===== src/hw/rtl/lbvs_pkg.sv =====
// ----------------------------------------------------------------------------
// lbvs_pkg
// Shared types, constants and a fixed-point saturation helper for the vertex skinning block.
// ----------------------------------------------------------------------------
package lbvs_pkg;

    localparam int MAX_BONES_DEF = 64;
    localparam int FRAC_BITS_DEF = 16;
    localparam int WEIGHT_BITS   = 16;
    localparam int MAT_ELEMS     = 16;
    localparam int BONE_W        = 6;
    localparam int WT_W          = 17;
    localparam int REQ_W         = 5;
    localparam int IN_W          = 200;
    localparam int OUT_W         = 96;

    localparam logic [REQ_W-1:0] REQ_SKIN     = 5'd0;
    localparam logic [REQ_W-1:0] REQ_LOAD_MAX = 5'd16;

    localparam logic [1:0] CFG_SCALE_X = 2'd0;
    localparam logic [1:0] CFG_SCALE_Y = 2'd1;
    localparam logic [1:0] CFG_SCALE_Z = 2'd2;

    typedef struct packed {
        logic signed [31:0]   pos_x;
        logic signed [31:0]   pos_y;
        logic signed [31:0]   pos_z;
        logic [3:0][BONE_W-1:0] bone;
        logic [3:0][WT_W-1:0]   weight;
    } t_vtx;

    function automatic logic signed [31:0] sat32(input logic signed [79:0] v);
        if (v > 80'sd2147483647) begin
            return 32'sh7fffffff;
        end else if (v < -80'sd2147483648) begin
            return 32'sh80000000;
        end
        return v[31:0];
    endfunction

endpackage


===== src/hw/rtl/lbvs_queue.sv =====
// ----------------------------------------------------------------------------
// lbvs_queue
// Two-entry queue of pending skin requests between decode and the datapath.
// ----------------------------------------------------------------------------
module lbvs_queue (
    input  logic           i_clk,
    input  logic           i_rst_n,
    input  logic           i_valid,
    output logic           o_ready,
    input  lbvs_pkg::t_vtx i_data,
    output logic           o_valid,
    input  logic           i_ready,
    output lbvs_pkg::t_vtx o_data
);
    import lbvs_pkg::*;

    t_vtx       r_mem [2];
    logic       r_wp, r_rp;
    logic [1:0] r_cnt;
    logic       w_push, w_pop;

    assign o_ready = (r_cnt != 2'd2);
    assign o_valid = (r_cnt != 2'd0);
    assign o_data  = r_mem[r_rp];
    assign w_push  = i_valid && o_ready;
    assign w_pop   = o_valid && i_ready;

    always_ff @(posedge i_clk) begin
        if (w_push) begin
            r_mem[r_wp] <= i_data;
        end
        if (!i_rst_n) begin
            r_wp  <= 1'b0;
            r_rp  <= 1'b0;
            r_cnt <= 2'd0;
        end else begin
            if (w_push) r_wp <= ~r_wp;
            if (w_pop)  r_rp <= ~r_rp;
            r_cnt <= r_cnt + {1'b0, w_push} - {1'b0, w_pop};
        end
    end
endmodule


===== config.mk =====
export PLATFORM = sky130hd
export DESIGN_NAME = lbvs_queue
export DESIGN_NICKNAME = d
export VERILOG_FILES = /design/src/hw/rtl/lbvs_pkg.sv /design/src/hw/rtl/lbvs_queue.sv
export SDC_FILE = /design/constraint.sdc
export NUM_CORES = 1
export LEC_CHECK = 0
export BUFFER_PORTS_ARGS = -buffer_cell sky130_fd_sc_hd__buf_4
export CORE_AREA = 3 3 178 180
export DETAILED_ROUTE_END_ITERATION = 6
export DIE_AREA = 0 0 181 183
export GPL_TIMING_DRIVEN = 0
export PLACE_DENSITY = 0.75
export SLEW_MARGIN = 40
export SYNTH_ARGS = -nofsm -noshare
export SYNTH_HDL_FRONTEND = slang
export SYNTH_SLANG_ARGS = --single-unit

===== constraint.sdc =====
create_clock -name i_clk -period 12 [get_ports i_clk]
set_clock_uncertainty 0.2 [all_clocks]
set_input_delay 3 -clock i_clk [delete_from_list [all_inputs] [get_ports i_clk]]
set_output_delay 3 -clock i_clk [all_outputs]
set_load 0.01 [all_outputs]

==> summary.md <==
| Metric | Value |
|---|---|
| Post-CTS Setup Inserts | 0 |
| Final Power | 3.97 mW |
| First-pass GRT wire length | 45200 microns |
| Total number of yosys warnings | 0 |
| Post-Place Setup Slack | 7070 ps |
| CP max FO | 10 |
| Clock sinks | 381 |
| Critical path required time | 8800 ps |
| Critical Path, Cell by Cell | buf_6, buf_6, buf_6, mux2_4, buf_4 |
| Fin util | 63.1% |
| Crit path largest cell delay | 320 ps |
| Library cells used by synthesis | 18 |
| Worst EP arrival | 1900 ps |
| Die width | 181 microns |
| CP max-delay cell | dfxtp_1 |
| Fin Hold WS | 330 ps |
| Largest net degree at the start of global routing | 39 |
| Seq/Total Area, Yosys | 80.1% |
| Crit path max-delay family | buffers and inverters |
| Initial antenna violation count | 0 |
| CP Launch Type | flop |
| Hold Buf Count CTS | 0 |
| Fmax | 196 MHz |
| Post-CTS sizing | 0 |
| Routability Congestion | 0.756 |
| Vias per cell | 4.90 |
| Mapped Area | 0.0142 sq mm |
| GR Layer Usage met3 | 6.03% |
| Hold WC Path Type | flop to flop |
| CP endpoint kind | output pin |
| Worst IR drop on VDD | 0.124 mV |
| Max Cap Viol | 0 |
| Port Buffers | 381 |
| Final HPWL DP | 22000 microns |
| Synthesized flop and latch total | 381 |
| Row cnt | 64 |
| GRT Max-Usage Layer | met2 |
| Met2 Usage GRT | 31.3% |
| Leak | 7.35 nW |
| Vias | 7228 |
| Clk Latency, worst-skew pair | 500 ps |
| GRT Total Usage | 17.7% |
| Mapped Nets | 803 |
| Clk root buf | clkbuf_16 |
| Reg clk slew, reported paths | 50 ps |
| Final instance area | 0.0191 sq mm |
| Final WL | 30200 microns |
| Hold Violations, Final | 0 |
| Slew margin rel. | 71.7% |
| Slew Limit Fails | 0 |
| Dpl cells | 1405 |
| CTS tree | built |
| Post-DRT Antenna Nets | 0 |
| H-tree levels | 2 |
| Setup CP Type | flop to output pin |
| Iteration-0 DRC Markers | 352 |
| Multi-input gate area | 0.00264 sq mm |
| Worst-margin pin slew | 423 ps |
| Storage element area | 0.0114 sq mm |
| Die height | 183 microns |
| DR pass1 iterations | 4 |
| DR WL/cell | 20.5 microns |
| Core Box Area | 0.0303 sq mm |
| Mapped Avg Cell Area | 23.3 sq um |
| CTS buffer count | 39 |
| Setup Viol. Count Final | 0 |
| Layout cells sized above 1 | 61.5% |
| Status | finished clean |
| CP dominant cell by count | buf_6 |
| GRT overflow | 0 |
| Cell count after synthesis | 609 |
| Final nets | 1244 |
| Residual DRC | 0 |
| Final period utilization | 42.5% |
| Min setup slack post-route | 6900 ps |
| Worst path bufs/invs | 4 |
| Power per Cell Area | 207 mW/mm^2 |
| Synthesis-to-finish area growth | 34.6% |
| Final min period | 5100 ps |
| Fill count | 2125 |
| Clock buffer depth | 3 |
| Starting density of the core | 46.9% |
| DIE AREA | 0.0331 sq mm |
| Placed cell areas | 0.0179 sq mm |
| I/O pin count | 382 |
| Post-route insts no fill | 1475 |
| RSZ-0062 raised after global routing | no |
| TNS Setup | 0 ps |
| GR Util met1 | 20.5% |
| Vias in the first global route | 7761 |
per-layer routing:
metal	wire length, microns	up-vias
met5	0	-
met1	11100	3562
met3	2760	47
met2	15700	305
li1	-	3314
met4	706	0
worst paths after layout:
kind / start / cells after the start / end / slack [ps]
worst max-delay path: flop / 5 / o_data[166] / 6900
worst min-delay path: r_wp / 2 / r_wp / 330
worst min register to register: r_wp / 2 / r_wp / 330
worst max register to register: r_cnt[0] / 6 / r_mem[1][100] / 9650
where the power goes:
| part | total, mW | internal [mW] | leakage, nW | switching, mW |
|---|---|---|---|---|
| combinational | 1.14 | 0.619 | 3.22 | 0.517 |
| clock | 1.13 | 0.666 | 0.578 | 0.461 |
| sequential | 1.71 | 1.67 | 3.55 | 0.0406 |
cells in the mapped netlist:
cell      instances  share of area (%)
mux2_4          101                 11
buf_6            15                1.2
dfxtp_1           5               0.70
inv_1             1              0.026
edfxtp_1        376                 79
nor2b_1           2              0.088
or2_2             1              0.044
xnor2_1           3               0.18
and2_1            2              0.088
ha_1              2               0.18
nor2_1            1              0.026
mux2_2           87                6.9
buf_2             6               0.21
nand2b_1          2              0.088
o21a_1            1              0.053
nand2_1           2              0.053
and3_1            1              0.044
mux2i_1           1              0.070
flip-flops by register name, indices dropped and copies added (netlist names), named ones only:
signal,cells
r_cnt,2
r_rp,1
r_wp,1
r_mem,376
area by class of cell:
cell class	count	area share, %
clock buffers	51	5.56
multi-input cells	206	13.8
well taps	396	2.59
flip-flops and latches	381	59.5
plain buffers	21	1.04
repair buffers	400	16.8
clock inverters	18	0.719
inverters	1	0.0196
diodes	1	0.0131
cells in the final DEF, fill, tap and decap left out, types with 6 or more instances in the layout:
cell type  count
buf_4        381
edfxtp_1     376
mux2_4       101
mux2_2        87
clkbuf_16     41
buf_6         16
clkbuf_1      10
buf_8          9
clkinv_1       8
buf_2          6
buf_12         6
kinds of logic after synthesis:
family,share of synthesized area (%)
AO/OA/AOI/OAI,0.0528
XOR/XNOR,0.185
adder cells (fa/ha/maj),0.176
buffers and inverters,1.43
flip-flops,80.1
multiplexers,17.6
AND/OR/NAND/NOR,0.431
worst register-to-register path: cells and delay by family (launching register included):
family,cells,cell delay [ps]
buffers and inverters,4,1000
flip-flops,1,360
AND/OR/NAND/NOR,2,490
(Power assumes the default switching activity.)
