`config.mk`:
```
export PLATFORM = sky130hd
export DESIGN_NAME = lbvs_front
export DESIGN_NICKNAME = d
export VERILOG_FILES = /design/src/hw/rtl/lbvs_pkg.sv /design/src/hw/rtl/lbvs_front.sv
export SDC_FILE = /design/constraint.sdc
export NUM_CORES = 1
export LEC_CHECK = 0
export CAP_MARGIN = 20
export CORE_AREA = 4 4 168 170
export DETAILED_ROUTE_END_ITERATION = 6
export DIE_AREA = 0 0 172 174
export DONT_BUFFER_PORTS = 1
export GPL_TIMING_DRIVEN = 0
export PLACE_DENSITY = 0.3
export SLEW_MARGIN = 20
export SYNTH_ARGS = -nofsm -noshare
export SYNTH_HDL_FRONTEND = slang
export SYNTH_SLANG_ARGS = --single-unit
```
`constraint.sdc`:
```
create_clock -name vclk -period 2.47
set_clock_uncertainty 0.1 [all_clocks]
set_input_delay 0.247 -clock vclk [all_inputs]
set_output_delay 0.247 -clock vclk [all_outputs]
set_load 0.02 [all_outputs]
```
`src/hw/rtl/lbvs_pkg.sv`:
```
// ----------------------------------------------------------------------------
// lbvs_pkg
// Shared types, constants and a fixed-point saturation helper for the vertex skinning block.
// ----------------------------------------------------------------------------
package lbvs_pkg;

    localparam int MAX_BONES_DEF = 64;
    localparam int FRAC_BITS_DEF = 16;
    localparam int WEIGHT_BITS   = 16;
    localparam int MAT_ELEMS     = 16;
    localparam int BONE_W        = 6;
    localparam int WT_W          = 17;
    localparam int REQ_W         = 5;
    localparam int IN_W          = 200;
    localparam int OUT_W         = 96;

    localparam logic [REQ_W-1:0] REQ_SKIN     = 5'd0;
    localparam logic [REQ_W-1:0] REQ_LOAD_MAX = 5'd16;

    localparam logic [1:0] CFG_SCALE_X = 2'd0;
    localparam logic [1:0] CFG_SCALE_Y = 2'd1;
    localparam logic [1:0] CFG_SCALE_Z = 2'd2;

    typedef struct packed {
        logic signed [31:0]   pos_x;
        logic signed [31:0]   pos_y;
        logic signed [31:0]   pos_z;
        logic [3:0][BONE_W-1:0] bone;
        logic [3:0][WT_W-1:0]   weight;
    } t_vtx;

    function automatic logic signed [31:0] sat32(input logic signed [79:0] v);
        if (v > 80'sd2147483647) begin
            return 32'sh7fffffff;
        end else if (v < -80'sd2147483648) begin
            return 32'sh80000000;
        end
        return v[31:0];
    endfunction

endpackage

```
`src/hw/rtl/lbvs_front.sv`:
```
// ----------------------------------------------------------------------------
// lbvs_front
// Request decode: table loads are applied here, skin requests go to the queue.
// ----------------------------------------------------------------------------
module lbvs_front #(
    parameter int MAX_BONES = lbvs_pkg::MAX_BONES_DEF
) (
    input  logic                    i_valid,
    output logic                    o_ready,
    input  logic [lbvs_pkg::IN_W-1:0] i_data,
    input  logic                    i_load_hold,
    output logic                    o_wr_en,
    output logic [$clog2(MAX_BONES*lbvs_pkg::MAT_ELEMS)-1:0] o_wr_addr,
    output logic [31:0]             o_wr_data,
    output logic                    o_q_valid,
    input  logic                    i_q_ready,
    output lbvs_pkg::t_vtx          o_q_data
);
    import lbvs_pkg::*;

    localparam int AW = $clog2(MAX_BONES*MAT_ELEMS);

    logic [REQ_W-1:0]  w_req;
    logic [BONE_W-1:0] w_bone0;
    logic              w_fire;
    logic [4:0]        w_elem;

    assign w_req   = i_data[4:0];
    assign w_bone0 = i_data[106:101];
    assign w_fire  = i_valid && o_ready;
    assign w_elem  = w_req - 5'd1;

    assign o_q_data.pos_x  = i_data[36:5];
    assign o_q_data.pos_y  = i_data[68:37];
    assign o_q_data.pos_z  = i_data[100:69];
    assign o_q_data.bone   = {i_data[124:119], i_data[118:113], i_data[112:107], w_bone0};
    assign o_q_data.weight = {i_data[192:176], i_data[175:159], i_data[158:142],
                              i_data[141:125]};

    // hold other requests while earlier skin requests still read the table
    assign o_q_valid = i_valid && (w_req == REQ_SKIN);
    assign o_ready   = (w_req == REQ_SKIN) ? i_q_ready : !i_load_hold;

    assign o_wr_en   = w_fire && (w_req != REQ_SKIN) && (w_req <= REQ_LOAD_MAX)
                       && ({3'b0, w_bone0} < 9'(MAX_BONES));
    assign o_wr_addr = AW'(({10'd0, w_bone0} << 4) | {12'd0, w_elem[3:0]});
    assign o_wr_data = i_data[36:5];
endmodule

```
==> metrics <==
kind of critical path=input pin to primary output; final setup violation count=0; post-CTS setup buffer count=0; Hold WS=0.470 ns; Final #Nets=446; RSZ-0062 raised after global routing=false; number of primary I/O pins=436; result of the run=finished clean; worst slew margin relative to its limit=47.9%; post-cts gate resize count=0; Total Power Consumption=587 µW; Synth area leaders=sky130_fd_sc_hd__buf_4 94%, sky130_fd_sc_hd__nor4b_4 1.3%, sky130_fd_sc_hd__xor2_1 0.97%, sky130_fd_sc_hd__ha_1 0.69%, sky130_fd_sc_hd__inv_1 0.63%; share of the cycle needed by the critical path after routing=73.0%; pin count of the biggest net entering global routing=5; startpoint type of the worst setup path=input pin; total number of vias=1,283; post-layout worst setup margin=0.666 ns; number of global-route vias before repair=1,213; vertical die dimension=174 µm; endpoint class of the critical path=primary output; pwr/cell area=263 nW/µm²; area overhead of the layout relative to synthesis=24.0%; IO buf count=0; Leak=1.14 nW; aggregate routed wire length=7050 µm; share of power burned in registers=0%; Setup TNS Final=0 ns; total overflow reported by the global router=0; wire length of the first global-routing pass=7660 µm; largest driver fanout on the critical path=4; data arrival time of the worst path=1.46 ns; Post-DP HPWL=6890 µm; number of hold buffers added after CTS=0; transition time at the pin with the least slew margin=0.779 ns; fraction of post-synthesis cell area in the top cell type by area=94.2%; Post-DRT Antenna Nets=0; number of warning messages in the yosys log=0; count of standard-cell rows=60; highest ir drop seen on vdd=0.0000505 V; class of the tightest hold or removal check=input pin to primary output; diode count=0; gate count after technology mapping=240; antenna violations before repair=0; max-capacitance violation count=0; count of filler cells inserted in the layout=3,096; Net Switching=343 µW; netlist area before placement=1800 µm²; total number of sequential cells=0; biggest area consumer among synthesized cells=sky130_fd_sc_hd__buf_4; Final min period=1.80 ns; count of clock-net buffers in the final layout=0; pins over their slew limit=0; sequential fraction of the synthesis area=0%; post-placement worst setup slack=0.631 ns; core area=26,700 µm²; Sequential cell area=0 µm²; fraction of power spent switching nets=58.4%; First DRT Iteration DRCs=20; internal power component=244 µW; initial core utilization=6.74%; Fmax achieved=554 MHz; final core occ=8.36%; mean instance size in the synthesized netlist=7.51 µm²; final hold vios=0; count of unique library cells instantiated by Yosys=12; logic gate share of total power=100.0%; DRC=0; die outline width=172 µm; nets in the synthesized netlist=444; Die ar.=29,900 µm²; relative contribution of the clock network to total power=0%; CP Data Required Time=2.12 ns; first-pass iteration count of the detailed router=2; GP Congestion=0.773; total routing usage reported by global routing=3.40%; average wire per cell in the routed design=12.1 µm; vias per cell=2.21; share of final-layout standard cells stronger than drive strength 1=95.0%
## cell usage after synthesis, drive strengths merged
master / number
buf: 226
inv: 3
nor2: 1
and2: 1
nor4b: 2
nor3: 1
o21ai: 1
ha: 1
a21boi: 1
nand2: 1
xor2: 2
## layout make-up
| type | count | area [µm²] | share of cell area, % |
|---|---|---|---|
| Inverter | 3 | 11.3 | 0.504 |
| Buffer | 226 | 1700 | 75.9 |
| Multi-Input combinational cell | 11 | 100 | 4.48 |
| Tap cell | 341 | 427 | 19.1 |
## per-layer routing
metal	part of all wire [%]	up-vias	track usage, %
met1	25	553	2.76
met5	0	-	0
met2	62	229	8.42
met4	0.78	0	0.262
met3	12	2	0.0910
li1	-	499	-
## metrics by stage
step           std cells  area [µm²]
6_report             581        2230
3_5_place_dp         581        2230
3_3_place_gp         581        2230
5_1_grt              581        2230
4_1_cts              581        2230
2_1_floorplan        240        1800
## power by group through the flow
| stage | logic (mW) | registers (mW) | clock network, mW |
|---|---|---|---|
| after CTS | 0.594 | 0 | 0 |
| after global placement | 0.599 | 0 | 0 |
| after floorplan | 0.554 | 0 | 0 |
| after detailed placement | 0.594 | 0 | 0 |
| final | 0.587 | 0 | 0 |
| after global routing | 0.611 | 0 | 0 |
## final timing paths
check | start | endpoint | slack [ns] | cells past startpoint
worst min-delay path | i_load_hold | o_wr_en | 0.47 | 1
worst max-delay path | i_data[0] | o_wr_en | 0.67 | 4
## worst max-delay path, stage by stage
cell	delay (ns)
sky130_fd_sc_hd__inv_1	0.10
sky130_fd_sc_hd__ha_1	0.27
sky130_fd_sc_hd__nor4b_4	0.15
sky130_fd_sc_hd__nor4b_2	0.69
## placed cells by master, fill, tap and decap left out
| cell | synthesis | final |
|---|---|---|
| sky130_fd_sc_hd__nor3_1 | 1 | 1 |
| sky130_fd_sc_hd__buf_4 | 226 | 226 |
| sky130_fd_sc_hd__xor2_1 | 2 | 2 |
| sky130_fd_sc_hd__nor4b_4 | 1 | 1 |
| sky130_fd_sc_hd__nor2_1 | 1 | 1 |
| sky130_fd_sc_hd__a21boi_0 | 1 | 1 |
| sky130_fd_sc_hd__nand2_1 | 1 | 1 |
| sky130_fd_sc_hd__inv_1 | 3 | 3 |
| sky130_fd_sc_hd__o21ai_0 | 1 | 1 |
| sky130_fd_sc_hd__nor4b_2 | 0 | 1 |
| sky130_fd_sc_hd__ha_1 | 1 | 1 |
| sky130_fd_sc_hd__and2_1 | 1 | 1 |
## cell families (layout without fill, tap and decap cells)
group	Yosys count	in the layout	synth area share, %
xor gates and xnor gates	2	2	0.972
and+or+nand+nor	6	6	2.85
adders and majority gates	1	1	0.694
buffers and inverters	229	229	94.8
AOI/OAI and AO/OA	2	2	0.694
Power figures use the tool's default switching activity.
